$ cat src/rtl/sem_pkg.sv
// Shared types, constants and codes of the Sobel edge magnitude block.
`default_nettype none
package sem_pkg;

	localparam int MaxWidth   = 1024;
	localparam int MaxHeight  = 1024;
	localparam int LineDepth  = MaxWidth;
	localparam int ColW       = $clog2(MaxWidth);
	localparam int DimW       = 11;
	localparam int RowW       = 11;
	localparam int IdxW       = 21;
	localparam int AddrW      = 3;
	localparam int DataW      = 32;
	localparam int QueueDepth = 4;
	localparam int QPtrW      = $clog2(QueueDepth);
	localparam int GradW      = 12;
	localparam int SumW       = 21;
	localparam int RootW      = 8;
	localparam int RootCntW   = $clog2(RootW);
	localparam int NumChan    = 3;

	localparam logic OPC_PIXEL = 1'b0;
	localparam logic OPC_FLUSH = 1'b1;

	localparam logic REG_WIDTH  = 1'b0;
	localparam logic REG_HEIGHT = 1'b1;

	localparam logic [DimW-1:0] WidthReset  = DimW'(640);
	localparam logic [DimW-1:0] HeightReset = DimW'(480);

	typedef logic [23:0] pixel_t;

	typedef struct packed {
		logic [DimW-1:0] w;
		logic [DimW-1:0] h;
		logic [IdxW-1:0] wh;
		logic [IdxW-1:0] total;
	} sem_dims_t;

	typedef struct packed {
		pixel_t          pix;
		logic [ColW-1:0] col;
		logic            has_out;
		logic            ok_row_top;
		logic            ok_row_bot;
		logic            ok_col_left;
		logic            ok_col_right;
		logic            last;
	} sem_item_t;

	typedef enum logic [2:0] {
		ST_IDLE,
		ST_SHIFT,
		ST_GRAD,
		ST_SQR,
		ST_ROOT,
		ST_OUT
	} sem_state_t;

endpackage
`default_nettype wire

$ cat src/rtl/sem_queue.sv
// Small FIFO that decouples the classifying front end from the compute back end.
`default_nettype none
module sem_queue (
	input  wire                clk,
	input  wire                arst_n,
	input  wire                push,
	input  sem_pkg::sem_item_t push_item,
	input  wire                pop,
	output sem_pkg::sem_item_t head_item,
	output logic               full,
	output logic               empty
);
	import sem_pkg::*;

	sem_item_t           mem_q [QueueDepth];
	logic [QPtrW-1:0]    wr_ptr_q;
	logic [QPtrW-1:0]    rd_ptr_q;
	logic [QPtrW:0]      count_q;

	assign full      = (count_q == (QPtrW+1)'(QueueDepth));
	assign empty     = (count_q == '0);
	assign head_item = mem_q[rd_ptr_q];

	always_ff @(posedge clk) begin
		if (push) begin
			mem_q[wr_ptr_q] <= push_item;
		end
	end

	always_ff @(posedge clk or negedge arst_n) begin
		if (!arst_n) begin
			wr_ptr_q <= '0;
			rd_ptr_q <= '0;
			count_q  <= '0;
		end else begin
			if (push) begin
				wr_ptr_q <= wr_ptr_q + 1'b1;
			end
			if (pop) begin
				rd_ptr_q <= rd_ptr_q + 1'b1;
			end
			case ({push, pop})
				2'b10:   count_q <= count_q + 1'b1;
				2'b01:   count_q <= count_q - 1'b1;
				default: count_q <= count_q;
			endcase
		end
	end

endmodule
`default_nettype wire

$ cat config.mk
export PLATFORM = sky130hd
export DESIGN_NAME = sem_queue
export DESIGN_NICKNAME = d
export VERILOG_FILES = /design/src/rtl/sem_pkg.sv /design/src/rtl/sem_queue.sv
export SDC_FILE = /design/constraint.sdc
export NUM_CORES = 1
export LEC_CHECK = 0
export ABC_AREA = 1
export BUFFER_PORTS_ARGS = -buffer_cell sky130_fd_sc_hd__buf_2
export CAP_MARGIN = 20
export CORE_MARGIN = 2
export CORE_UTILIZATION = 43
export CTS_BUF_LIST = sky130_fd_sc_hd__clkbuf_16
export DETAILED_ROUTE_END_ITERATION = 8
export HOLD_SLACK_MARGIN = 0.12
export PLACE_DENSITY = 0.58
export SETUP_SLACK_MARGIN = 0.02
export SYNTH_ARGS = -nofsm -noshare
export SYNTH_HDL_FRONTEND = slang
export SYNTH_SLANG_ARGS = --single-unit
export TNS_END_PERCENT = 50
$ cat constraint.sdc
create_clock -name clk -period 4.3 [get_ports clk]
set_clock_uncertainty 0.1 [all_clocks]
set_input_delay 0.43 -clock clk [delete_from_list [all_inputs] [get_ports clk]]
set_output_delay 0.43 -clock clk [all_outputs]
set_load 0.01 [all_outputs]
# Word level (Yosys, flattened, before mapping)
# Memories as Yosys holds them, arrays and structs flattened.
# Index checks and enable logic that the tools add are counted.
[classes] n_mux=3 order_cmp=0 n_addsub=4 eq_ne=3 reduce_logical=2 div=0 n_bitwise=0 shifts=0 n_mul=0
[op_table] cell="$pmux 3 s2" count=1
[op_table] cell="$add 2x1->2 const B" count=2
[op_table] cell="$add 3x1->3 const B" count=1
[op_table] cell="$eq 3x3->1 const B" count=1
[op_table] cell="$logic_not 3->1" count=1
[op_table] cell="$sub 3x1->3 const B" count=1
[op_table] cell="$eq 2x1->1 const B" count=1
[op_table] cell="$eq 2x2->1 const B" count=1
[op_table] cell="$mux 1" count=2
[op_table] cell="$reduce_bool 2->1" count=1
[word_totals] regBits=7 word_cells=16 mem_bits_rw=160 latchBits=0 n_memories=1 mem_bits_ro=0 in_bits=44 output_inout_bits=42
[mem_list] memory="mem_q" depth=4 width=40 rd=1 rd_ports_with_merged_regs=0 write_ports=1 line_no="sem_queue.sv:15" rtl="sem_item_t mem_q [QueueDepth];"

# Logic depth before layout (Yosys ltp)
[logic_depth] word_depth=2 depth_mapped=10 mapped_depth_nobuf=9

# Worst setup path before layout
# OpenSTA, ideal clock, no wires.
[synth_path] path_type="input-to-reg" from="input port push" to="memory mem_q[3][0] (netlist bit), enable pin" n_path_buf=1 setup_ns=0.395 stages=3 t_arrival_ns=1.530 slack_ns=2.276 required_ns=3.805 cell_sequence="clkbuf_1 nand2_1 inv_1"
[synth_via] elab_chain_len=2
[synth_lines] element="start, declared" line_no="sem_queue.sv:6" rtl="input wire push,"
[synth_lines] element="$mux 1" line_no="sem_queue.sv:25" rtl="if (push) begin"
[synth_lines] element="$mux 1 (not written as such)" line_no="sem_queue.sv:26" rtl="mem_q[wr_ptr_q] <= push_item;"
[synth_lines] element="end, declared" line_no="sem_queue.sv:15"
# No other way between the ends.

==> reports/qor.yml <==
status:
  status: "finished clean"
finish:
  diodes: 0
  synthToLayoutAreaGrowth_pct: 20.02
  drive_gt1_frac: 0.2579
  seq_area_um2: 4985
  n_fill_cell: 1392
  multi_input_area_um2: 1441
  finalNetCount: 669
  fin_util: 0.5280
  final_cells: 848
clock_tree:
  cts.clk_slew.worst_paths_ns: 0.06
  clk_path_buf_depth: 2
  cts_root_buffer: "clkbuf_16"
  h-tree-depth: 4
  post_cts_buffers: 0
  cts_resized: 0
  numCtsBuffers: 17
  hold_buffers: 17
  cts_tree: "done"
  clock_latency_ns: 0.42
  cts_sinks: 167
floorplan:
  die_x_um: 131.5
  die_h_um: 131.5
  core-area_um2: 15890
  row_count: 46
  io_pins: 86
  initial_core_util: 0.4399
  dieArea_um2: 17290
timing:
  finalSetupViolCount: 0
  finalHoldViolCount: 0
  finalCritPeriodShare: 0.6657
  drv_slew: 0
  setup_tns_ns: 0
  fmax_ghz: 0.3493
  slew_headroom: 0.3027
  worst_pin_slew_ns: 1.044
  rsz0062_at_grt: "no"
  finalCriticalPeriod_ns: 2.863
global_routing:
  grt_pass1_vias: 4096
  met1_usage: 0.1879
  grt_max_degree: 83
  grt_pass1_wl_um: 20700
  top_usage_layer: "met2"
  grt_remaining_overflow: 0
  met2_usage: 0.2638
  track_usage: 0.1555
  antenna_found_initial: 0
  grt.met3_usage: 0.05556
power_and_ir_drop:
  clock_power_share: 0.276
  peakVddDrop_uv: 384.5
  p_comb_frac: 0.315
  pwr-share-seq: 0.410
  leakage_uw: 0.003443
  switching_power_uw: 1935
  p_per_area_nw_per_um2: 686.6
  p_int_uw: 3824
  switching_share: 0.3360
route:
  drtAntennaViolNets: 0
  dr.pass1.iters: 6
  via_per_inst: 4.744
  wl_um: 12990
  wl_per_cell_um: 15.32
  drt_iter0_markers: 225
  routed-via-count: 4023
  route.detailed.drc: 0
synthesis:
  avgSynthCellArea_um2: 13.54
  yosysTopAreaCell: "edfxtp_1"
  synth-edff-count: 160
  synth_cell_type_count: 21
  async_flop_share: 0.04192
  synth.top_cell.area_share: 0.6876
  synth.area.top_cells: "edfxtp_1, o211ai_2, nand2_1"
  synthTopCellsByCount: "edfxtp_1, nand2_1, inv_1, o211ai_1, o211ai_2"
  ys_ff_latch: 167
  synth_fp_nets: 566
  synth-main-ff-cell: "edfxtp_1"
  yosysMostFrequentCell: "edfxtp_1"
  yosysSeqAreaShare: 0.7126
  synth.cell_area_um2: 6988
  yosys_warnings: 0
  synth_cells: 516
critical_path:
  arrival_ns: 2.33
  crit_buf_inv: 2
  crit_fanout: 82
  crit_top_cell: "nand2_1"
  required_ns: 3.77
  slowest_stage: "dfrtp_4"
  end_kind: "output port"
  critPathLaunchType: "flop"
  critPathTopFamily: "flip-flops"
  slowest_delay_ns: 1.01
  crit_chain: "buf_12 > nand2_1 > o211ai_2 > nand2_1 > buf_2"
  worst-setup-path-type: "reg -> out"
placement:
  io_buffers: 85
  gp_congestion: 0.6986
  numPlacedInstances: 793
  dp_hpwl_um: 7234
worst_hold_path:
  min_path_type: "in -> reg"
job:
  maxCapViolCount: 0
-- placed cells by master (no fill, tap or decap) --
| cell type | count |
|---|---|
| buf_12 | 3 |
| buf_2 | 85 |
| buf_4 | 3 |
| bufinv_16 | 5 |
| clkbuf_16 | 17 |
| clkinv_1 | 4 |
| clkinv_2 | 2 |
| clkinvlp_4 | 1 |
| dfrtp_1 | 5 |
| dfrtp_2 | 1 |
| dfrtp_4 | 1 |
| dlygate4sd3_1 | 21 |
| edfxtp_1 | 160 |
| fa_1 | 1 |
| ha_1 | 5 |
| inv_1 | 92 |
| inv_2 | 5 |
| nand2_1 | 131 |
| nand3_1 | 1 |
| nand4_1 | 1 |
| nor3_1 | 2 |
| o211ai_1 | 40 |
| o211ai_2 | 40 |
| o21ai_0 | 1 |
| o21ai_1 | 1 |
| xnor2_1 | 1 |
| xor2_1 | 3 |
-- logic make-up (layout without fill, tap and decap cells) --
| kind of cell | after synthesis | count (layout) | synth area share |
|---|---|---|---|
| AND/OR/NAND/NOR | 135 | 135 | 0.07341 |
| AO/OA/AOI/OAI | 82 | 82 | 0.1160 |
| adder cells (fa/ha/maj) | 6 | 6 | 0.01182 |
| buffers and inverters | 122 | 238 | 0.08111 |
| XOR/XNOR | 4 | 4 | 0.005014 |
| flip-flops | 167 | 167 | 0.7126 |
-- flip-flops by register name, indices dropped and copies added (netlist names) --
name and flops:
rd_ptr_q 2, mem_q 160, wr_ptr_q 2, count_q 3
-- power by group through the flow --
| stage | Clock, µW | Sequential (µW) | Combinational, µW |
|---|---|---|---|
| final | 1590 | 2360 | 1810 |
| after global routing | 1690 | 2400 | 2020 |
| after CTS | 1620 | 2370 | 1830 |
| after detailed placement | 0 | 2400 | 1810 |
| after global placement | 0 | 2380 | 1780 |
| after floorplan | 0 | 2250 | 1410 |
-- layer usage --
metal	vias to the layer above	wire (µm)
met5	-	0
met3	6	773
met1	1941	5666
li1	1984	-
met4	0	117
met2	92	6432
-- layout make-up --
type,instances,area share
clock buffer,17,0.05072
multi-input combinational,227,0.1719
sequential,167,0.5944
clock inverter,15,0.02312
timing repair buffer,112,0.08563
inverter,94,0.04207
tap,216,0.03222
-- worst register-to-register path, cell delays in order (launching register included) --
cell and delay (ns):
dfrtp_1 0.43, inv_1 0.10, ha_1 0.14, nand2_1 0.06
inv_2 0.75
-- worst paths after layout --
path / start / to / slack [ns] / cells past startpoint
worst max register to register: wr_ptr_q[0]$_DFFE_PN0P_ / mem_q[0][17]$_DFFE_PP_ / 2.30 / 4
max in group asynchronous: arst_n / rd_ptr_q[0]$_DFFE_PN0P_ / 3.66 / 2
min in group asynchronous: arst_n / count_q[1]$_DFFE_PN0P_ / 0.27 / 2
worst min-delay path: push_item[20] / mem_q[1][20]$_DFFE_PP_ / 0.13 / 1
worst min register to register: count_q[2]$_DFFE_PN0P_ / count_q[2]$_DFFE_PN0P_ / 0.42 / 2
worst max-delay path: rd_ptr_q[0]$_DFFE_PN0P_ / head_item[2] / 1.44 / 5
-- stage by stage --
stage | total power (µW) | cell area (µm²) | hold slack, ns | setup slack, ns
2_1_floorplan | 3658 | 6988 | 0.03441 | 2.276
3_3_place_gp | 4163 | 7517 | 0.1749 | 1.907
3_5_place_dp | 4211 | 7517 | 0.1738 | 1.855
4_1_cts | 5819 | 8307 | 0.1202 | 1.392
5_1_grt | 6112 | 8387 | 0.1206 | 1.251
6_report | 5758 | 8387 | 0.1319 | 1.437
No activity file was read; power rests on OpenSTA's default activity.
