$ cat src/rtl/sem_pkg.sv
// Shared types, constants and codes of the Sobel edge magnitude block.
`default_nettype none
package sem_pkg;

	localparam int MaxWidth   = 1024;
	localparam int MaxHeight  = 1024;
	localparam int LineDepth  = MaxWidth;
	localparam int ColW       = $clog2(MaxWidth);
	localparam int DimW       = 11;
	localparam int RowW       = 11;
	localparam int IdxW       = 21;
	localparam int AddrW      = 3;
	localparam int DataW      = 32;
	localparam int QueueDepth = 4;
	localparam int QPtrW      = $clog2(QueueDepth);
	localparam int GradW      = 12;
	localparam int SumW       = 21;
	localparam int RootW      = 8;
	localparam int RootCntW   = $clog2(RootW);
	localparam int NumChan    = 3;

	localparam logic OPC_PIXEL = 1'b0;
	localparam logic OPC_FLUSH = 1'b1;

	localparam logic REG_WIDTH  = 1'b0;
	localparam logic REG_HEIGHT = 1'b1;

	localparam logic [DimW-1:0] WidthReset  = DimW'(640);
	localparam logic [DimW-1:0] HeightReset = DimW'(480);

	typedef logic [23:0] pixel_t;

	typedef struct packed {
		logic [DimW-1:0] w;
		logic [DimW-1:0] h;
		logic [IdxW-1:0] wh;
		logic [IdxW-1:0] total;
	} sem_dims_t;

	typedef struct packed {
		pixel_t          pix;
		logic [ColW-1:0] col;
		logic            has_out;
		logic            ok_row_top;
		logic            ok_row_bot;
		logic            ok_col_left;
		logic            ok_col_right;
		logic            last;
	} sem_item_t;

	typedef enum logic [2:0] {
		ST_IDLE,
		ST_SHIFT,
		ST_GRAD,
		ST_SQR,
		ST_ROOT,
		ST_OUT
	} sem_state_t;

endpackage
`default_nettype wire

$ cat src/rtl/sem_front.sv
// Front end: accepts input transactions, tracks the raster position and classifies each item.
`default_nettype none
module sem_front (
	input  wire                 clk,
	input  wire                 arst_n,
	input  wire                 restart,
	input  sem_pkg::sem_dims_t  dims,
	input  wire                 in_valid,
	output logic                in_stall,
	input  wire                 opcode,
	input  wire  [7:0]          pixel_blue,
	input  wire  [7:0]          pixel_green,
	input  wire  [7:0]          pixel_red,
	input  wire                 q_full,
	output logic                push,
	output sem_pkg::sem_item_t  item
);
	import sem_pkg::*;

	logic              settle_q;
	logic [IdxW-1:0]   idx_q;
	logic [ColW-1:0]   col_q;
	logic [RowW-1:0]   row_q;

	logic              col_zero;
	logic [DimW-1:0]   w_m1;
	logic [ColW-1:0]   pc;
	logic [RowW-1:0]   pr;
	logic [IdxW-1:0]   idx_nxt;
	logic [DimW-1:0]   col_nxt;

	// Input is stalled while the registered dimensions settle after reset or a register write.
	assign in_stall = settle_q | q_full;
	assign push     = in_valid & ~in_stall;

	always_comb begin
		col_zero = (col_q == '0);
		w_m1     = dims.w - 1'b1;
		pc       = col_zero ? w_m1[ColW-1:0] : col_q - 1'b1;
		pr       = col_zero ? row_q - RowW'(2) : row_q - RowW'(1);
		idx_nxt  = idx_q + 1'b1;
		col_nxt  = {1'b0, col_q} + 1'b1;

		item.pix          = ((opcode == OPC_PIXEL) && (idx_q < dims.wh)) ?
		                    {pixel_red, pixel_green, pixel_blue} : '0;
		item.col          = col_q;
		item.has_out      = (idx_q >= (IdxW'(dims.w) + 1'b1));
		item.ok_row_top   = (pr != '0);
		item.ok_row_bot   = (({1'b0, pr} + 1'b1) < {1'b0, dims.h});
		item.ok_col_left  = (pc != '0);
		item.ok_col_right = (({1'b0, pc} + 1'b1) < dims.w);
		item.last         = (idx_nxt == dims.total);
	end

	always_ff @(posedge clk or negedge arst_n) begin
		if (!arst_n) begin
			settle_q <= 1'b1;
			idx_q    <= '0;
			col_q    <= '0;
			row_q    <= '0;
		end else begin
			settle_q <= restart;
			if (restart) begin
				idx_q <= '0;
				col_q <= '0;
				row_q <= '0;
			end else if (push) begin
				if (idx_nxt >= dims.total) begin
					idx_q <= '0;
					col_q <= '0;
					row_q <= '0;
				end else begin
					idx_q <= idx_nxt;
					if (col_nxt >= dims.w) begin
						col_q <= '0;
						row_q <= row_q + 1'b1;
					end else begin
						col_q <= col_nxt[ColW-1:0];
					end
				end
			end
		end
	end

endmodule
`default_nettype wire

$ cat config.mk
export PLATFORM = sky130hd
export DESIGN_NAME = sem_front
export DESIGN_NICKNAME = d
export VERILOG_FILES = /design/src/rtl/sem_pkg.sv /design/src/rtl/sem_front.sv
export SDC_FILE = /design/constraint.sdc
export NUM_CORES = 1
export LEC_CHECK = 0
export ABC_CLOCK_PERIOD_IN_PS = 15000
export BUFFER_PORTS_ARGS = -buffer_cell sky130_fd_sc_hd__buf_2
export CORE_MARGIN = 2
export CORE_UTILIZATION = 61
export CTS_BUF_LIST = sky130_fd_sc_hd__clkbuf_16
export CTS_CLUSTER_SIZE = 40
export DETAILED_ROUTE_END_ITERATION = 8
export PLACE_DENSITY = 0.95
export SYNTH_ARGS = -nofsm -noshare
export SYNTH_HDL_FRONTEND = slang
export SYNTH_SLANG_ARGS = --single-unit
$ cat constraint.sdc
create_clock -name clk -period 15 [get_ports clk]
set_input_delay 4.5 -clock clk [delete_from_list [all_inputs] [get_ports clk]]
set_output_delay 4.5 -clock clk [all_outputs]
set_load 0.02 [all_outputs]
==> After elaboration in Yosys (flattened, before gate mapping) <==
Index checks and enable logic that the tools add are counted.
{ "op_classes": {"addsub": 10, "n_lt_le_gt_ge": 6, "n_eq_ne": 1, "n_mux": 14, "bitwise": 4, "n_reduce_logical": 7} }
{ "op_table": {"columns": ["operator", "n"], "rows": [
  ["21-bit 2-to-1 mux", 3],
  ["11-bit 2-to-1 mux", 5],
  ["10-bit 2-to-1 mux", 5],
  ["11-bit by 1-bit adder with 12-bit output, second input constant", 2],
  ["24-bit 2-to-1 mux", 1],
  ["10-bit by 1-bit adder with 11-bit output, second input constant", 2],
  ["21-bit by 1-bit adder with 21-bit output, second input constant", 1],
  ["21-bit equality test", 1],
  ["21-bit by 12-bit greater-or-equal comparator with 1-bit output", 1],
  ["21-bit greater-or-equal comparator", 1],
  ["21-bit < comparator", 1],
  ["10-bit by 1-bit subtractor with 10-bit output, second input constant", 2],
  ["12-bit by 11-bit < comparator with 1-bit output", 1],
  ["11-bit by 1-bit adder with 11-bit output, second input constant", 1],
  ["11-bit greater-or-equal comparator", 1],
  ["11-bit < comparator", 1],
  ["11-bit nonzero test", 1],
  ["11-bit by 1-bit subtractor with 11-bit output, second input constant", 1],
  ["11-bit by 2-bit subtractor with 11-bit output, second input constant", 1],
  ["10-bit zero test", 1],
  ["10-bit nonzero test", 1],
  ["3-bit nonzero test", 1],
  ["1-bit inverter", 2],
  ["2-bit AND reduction", 1],
  ["other kinds (4)", 4]
]} }
{ "totals": {"register_bits": 43, "input_bits": 94, "wordCells": 46} }

==> Longest topological paths before layout <==
{ "logic_depth": {"word_depth": 6, "ltp_mapped": 20} }

==> Least setup slack after synthesis <==
OpenSTA, ideal clock, no wires.
{ "synth_path": {"kind": "input port to output port", "from": "input dims[53] in the netlist's numbering", "to": "output item[1] in the netlist's numbering", "t_arrival_ns": 7.215, "required_time_ns": 10.500, "slack_ns": 3.285, "cell_stages": 13, "path_buffers": 0, "cell_sequence": "mux2i_1 ha_1 nand2b_1 a41oi_1 nand2_1 nor4b_1 xor2_1 nor3_1 xor2_1 ha_1 and4_1 a21oi_1 and3_1"} }
{ "synth_rtl": {"columns": ["element", "line", "text"], "rows": [
  ["from (decl)", "sem_front.sv:7", "input sem_pkg::sem_dims_t dims,"],
  ["to (decl)", "sem_front.sv:16", "output sem_pkg::sem_item_t item"]
]} }

==> out/metrics.sh <==
OUTCOME='completed'
POWER_PER_CELL_AREA_mW_PER_MM2=64.49
SYNTH-ASYNC-RESET-RATIO=1.000
NETSWITCHINGPOWER_uW=167.2
SYNTH_ENABLE_FLOP_CELLS=0
VIA_COUNT=6010
ROWS=35
GP_CONGESTION=0.9380
WORST_PIN_SLEW_NS=0.9756
YS_DOMINANT_REG_CELL='sky130_fd_sc_hd__dfrtp_1'
GRT_START_MAX_NET_PINS=44
DIE-WIDTH_UM=102.5
YOSYSWARNINGS=0
CLKSLEWWORSTSETUPHOLDPATHS_NS=0.06
HPWLAFTERDP_UM=12350
TIMING.CRITICAL_PATH.FANOUT_MAX=6
DRC=0
WORSTPATHARRIVAL_NS=7.78
FINAL_POWER_uW=437.8
SYN-MEAN-INSTANCE-AREA_UM2=7.772
ANTENNA_CELLS=0
NUMBER_OF_HOLD_REPAIR_BUFFERS_ADDED_AT_THE_CTS_STAGE=0
DESIGN.DIE.AREA_MM2=0.01050
DRT_FIRST_ITER_VIOLATIONS=381
VIAS_IN_THE_FIRST_GLOBAL_ROUTE=5686
SETUP_VIOL=0
SHARE_OF_SYNTHESIZED_CELL_AREA_IN_FULL_ADDER_HALF_ADDER_AND_MAJORITY_CELLS=0.2052
PERIOD_SHARE=0.8187
CRITPATHKIND='primary input to output pin'
CELLS_RESIZED_BY_POST_CTS_REPAIR=0
SYN_NETS=952
ACHIEVABLE-FREQUENCY_MHz=81.43
SLEW_LIMIT_HEADROOM=0.3496
CTS.SINKS=43
MAXSLEWVIOLCOUNT=0
START_UTIL=0.6341
POWER_FRAC_SEQ=0.284
LAYOUT-DRIVE-GT1-SHARE=0.1884
CRIT_PATH_START_KIND='primary input'
HTREEDEPTH=2
GR-USAGE-ALL-LAYERS=0.3047
POST_ROUTE_WORST_HOLD_SLACK_NS=0.5729
CRIT_PATH_TOP_DELAY_CELL='sky130_fd_sc_hd__a41oi_1'
CELLLEAKAGEPOWER_uW=0.003714
CTS_MAX_PATH_BUFFERS=2
ROUTEDWLPERCELL_UM=15.48
CRITICAL_PATH.TOP_DELAY_FAMILY='simple AND/OR/NAND/NOR gates'
CLOCK_SKEWS_NS=0.007546
CRITICAL_PATH.ENDPOINT_TYPE='output pin'
CLKPWRFRAC=0.245
CP_DATA_REQUIRED_TIME_NS=10.50
FP.COREAREA_MM2=0.009328
NUM_IO_PINS=136
ANTENNA_FOUND_INITIAL=0
FINISH.CELL_COUNT_WITHOUT_FILLERS=1005
GRT_FIRST_PASS_WIRELENGTH_UM=25880
POST_CTS_SETUP_REPAIR_BUFFER_COUNT=0
CLK_ROOT_BUFFER_CELL='sky130_fd_sc_hd__clkbuf_16'
SWITCHING_SHARE=0.3820
NETLIST-CELL-TYPE-COUNT=64
CELLINTERNALPOWER_uW=270.6
MAXCAPVIOLATIONS=0
NUM-NETS-FINAL=1066
CTS_BUF_COUNT=5
SETUP_TNS_NS=0
IO_BUFFER_COUNT=135
CP_NUM_BUF_INV=2
CP_CELL_SEQUENCE='buf_2 > mux2i_1 > ha_1 > nand2b_1 > a41oi_1 > nand2_1 > nor4b_1 > xor2_1 > nor3_1 > xor2_1 > ha_1 > and4_1 > a21oi_1 > and3_1 > buf_2'
DETAIL-ROUTE-ANTENNA-NETS=0
GRT_OVERFLOW=0
LAYOUT_MIN_CYCLE_TIME_NS=12.28
SETUP_REPAIR_AFTER_GLOBAL_ROUTING_MISSED_ITS_MARGIN='false'
SYNTHMUXAREASHARE=0.01248
SYN_INST=761
SYNTH_SEQ_CELLS=43
DRT-VIAS-PER-INSTANCE=5.980
FINAL_HOLD_VIOL_COUNT=0
SYNTHSIMPLEGATEAREAFRAC=0.2617
SEQ_TOTAL_AREA_YOSYS=0.1821
POWER_FRAC_COMB=0.471
WORST_PATH_LARGEST_CELL_DELAY_NS=0.42
SYNTH_COMPOUND_GATE_AREA_SHARE=0.1536
WORST_IR_DROP_VDD_V=0.00004292
NFILLCELLS=755
INSERTION_DELAY_NS=0.29
DR.PASS1.ITERS=5
LAYOUT-AREA-OVERHEAD-VS-SYNTH_PCT=14.79
DRT_WL_TOTAL_UM=15560
SYNTHXORXNORAREAFRAC=0.1123
NETLIST_AREA_MM2=0.005914
HOLD_PATH.CLASS='register to register'
DIE_HEIGHT_UM=102.5
CTS_TREE='done'
MAIN_COMBINATIONAL_CELL_FAMILY_BY_AREA_AFTER_SYNTHESIS='simple AND/OR/NAND/NOR gates'
PLACED_CELLS_INCL_TAPS=997
## worst paths after layout
path | startpoint | to | slack (ns) | cells past startpoint
max | dims[53] | item[1] | 2.72 | 15
min | row_q[10] | row_q[10] | 0.57 | 1
max reg2reg | idx_q[0] | col_q[0] | 9.74 | 15
min reg2reg | row_q[10] | row_q[10] | 0.57 | 1
max in group asynchronous | arst_n | col_q[6] | 10.02 | 1
min in group asynchronous | arst_n | row_q[5] | 4.37 | 1
## cell families after synthesis
kind of cell / Yosys count
simple gates: 294
compound gates: 135
buf+inv: 110
fa+ha+maj: 97
xor+xnor: 75
flops: 43
mux: 7
## sequential cells by signal, summed over array words and instances, names as in the netlist
name	count
idx_q	21
row_q	11
col_q	10
settle_q	1
## stage by stage
step                      setup slack [ns]  instance area (µm²)    util
final                                2.719                 6789  0.7278
after global routing                 2.286                 6789  0.7278
after CTS                            2.759                 6789  0.7278
after detailed placement             2.775                 6644  0.7123
after global placement               2.866                 6644  0.7123
after floorplan                      3.285                 5914       -
## cells in the mapped netlist, types with 12 or more instances
library cell,instances,share of area
sky130_fd_sc_hd__xor2_1,28,0.041
sky130_fd_sc_hd__nor3_1,29,0.025
sky130_fd_sc_hd__nand2_1,45,0.029
sky130_fd_sc_hd__ha_1,97,0.21
sky130_fd_sc_hd__nor2b_1,12,0.013
sky130_fd_sc_hd__a21oi_1,25,0.021
sky130_fd_sc_hd__clkbuf_1,28,0.018
sky130_fd_sc_hd__nand3_1,60,0.051
sky130_fd_sc_hd__and3_1,12,0.013
sky130_fd_sc_hd__nor2_1,58,0.037
sky130_fd_sc_hd__a21o_1,19,0.024
sky130_fd_sc_hd__xnor2_1,46,0.068
sky130_fd_sc_hd__inv_1,79,0.050
sky130_fd_sc_hd__o21ai_0,31,0.026
sky130_fd_sc_hd__dfrtp_1,42,0.18
sky130_fd_sc_hd__nand4_1,20,0.021
## power by group through the flow
stage | clock network, µW | logic [µW] | registers, µW
floorplan | 0 | 152 | 125
global placement | 0 | 200 | 126
finish | 107 | 206 | 124
detailed placement | 0 | 205 | 126
CTS | 107 | 206 | 124
global route | 114 | 234 | 125
## cell usage in the layout, fill, tap and decap left out, types with 2 or more instances in the layout
master | synthesis | final
sky130_fd_sc_hd__nor3_1 | 29 | 29
sky130_fd_sc_hd__a211o_1 | 3 | 3
sky130_fd_sc_hd__a21o_1 | 19 | 19
sky130_fd_sc_hd__dfrtp_1 | 42 | 42
sky130_fd_sc_hd__or2_2 | 4 | 4
sky130_fd_sc_hd__buf_2 | 1 | 135
sky130_fd_sc_hd__and4_1 | 4 | 4
sky130_fd_sc_hd__o21a_1 | 8 | 8
sky130_fd_sc_hd__or3_1 | 8 | 8
sky130_fd_sc_hd__mux2_2 | 3 | 3
sky130_fd_sc_hd__o2111ai_1 | 3 | 3
sky130_fd_sc_hd__mux2i_1 | 4 | 4
sky130_fd_sc_hd__nor4_1 | 10 | 10
sky130_fd_sc_hd__nand3_1 | 60 | 60
sky130_fd_sc_hd__and2_1 | 3 | 3
sky130_fd_sc_hd__nand3b_1 | 2 | 2
sky130_fd_sc_hd__a21oi_1 | 25 | 25
sky130_fd_sc_hd__xnor2_1 | 46 | 46
sky130_fd_sc_hd__nand4_1 | 20 | 20
sky130_fd_sc_hd__inv_1 | 79 | 79
sky130_fd_sc_hd__o311ai_0 | 2 | 2
sky130_fd_sc_hd__nor4b_1 | 4 | 4
sky130_fd_sc_hd__nor2b_1 | 12 | 12
sky130_fd_sc_hd__or4_1 | 4 | 4
sky130_fd_sc_hd__a22o_1 | 10 | 10
sky130_fd_sc_hd__nor2_1 | 58 | 57
sky130_fd_sc_hd__a211oi_1 | 5 | 5
sky130_fd_sc_hd__a41oi_1 | 2 | 2
sky130_fd_sc_hd__nand2b_1 | 7 | 7
sky130_fd_sc_hd__and3_1 | 12 | 12
sky130_fd_sc_hd__nand2_1 | 45 | 45
sky130_fd_sc_hd__ha_1 | 97 | 97
sky130_fd_sc_hd__o31ai_1 | 3 | 3
sky130_fd_sc_hd__o211ai_1 | 7 | 7
sky130_fd_sc_hd__nor3b_1 | 3 | 3
sky130_fd_sc_hd__buf_4 | 0 | 3
sky130_fd_sc_hd__a31oi_1 | 4 | 4
sky130_fd_sc_hd__clkbuf_16 | 0 | 5
sky130_fd_sc_hd__o21ai_0 | 31 | 31
sky130_fd_sc_hd__xor2_1 | 28 | 28
## per-layer routing
layer	wire [µm]	GRT usage	up-vias
met2	7528	0.5410	286
met4	285	0.09026	0
met5	0	0	-
met3	1230	0.03283	26
li1	-	-	2933
met1	6517	0.3900	2765
## final cells by class
cell class              count  area (µm²)  area share
clock buffers               5       125.1     0.01843
clock inverters             3       20.02    0.002949
inverters                  79       296.5     0.04368
multi-input cells         608        4410      0.6496
flip-flops and latches     43        1077      0.1587
well taps                 129       161.4     0.02377
repair buffers            138       698.2      0.1028
Power figures use the tool's default switching activity.
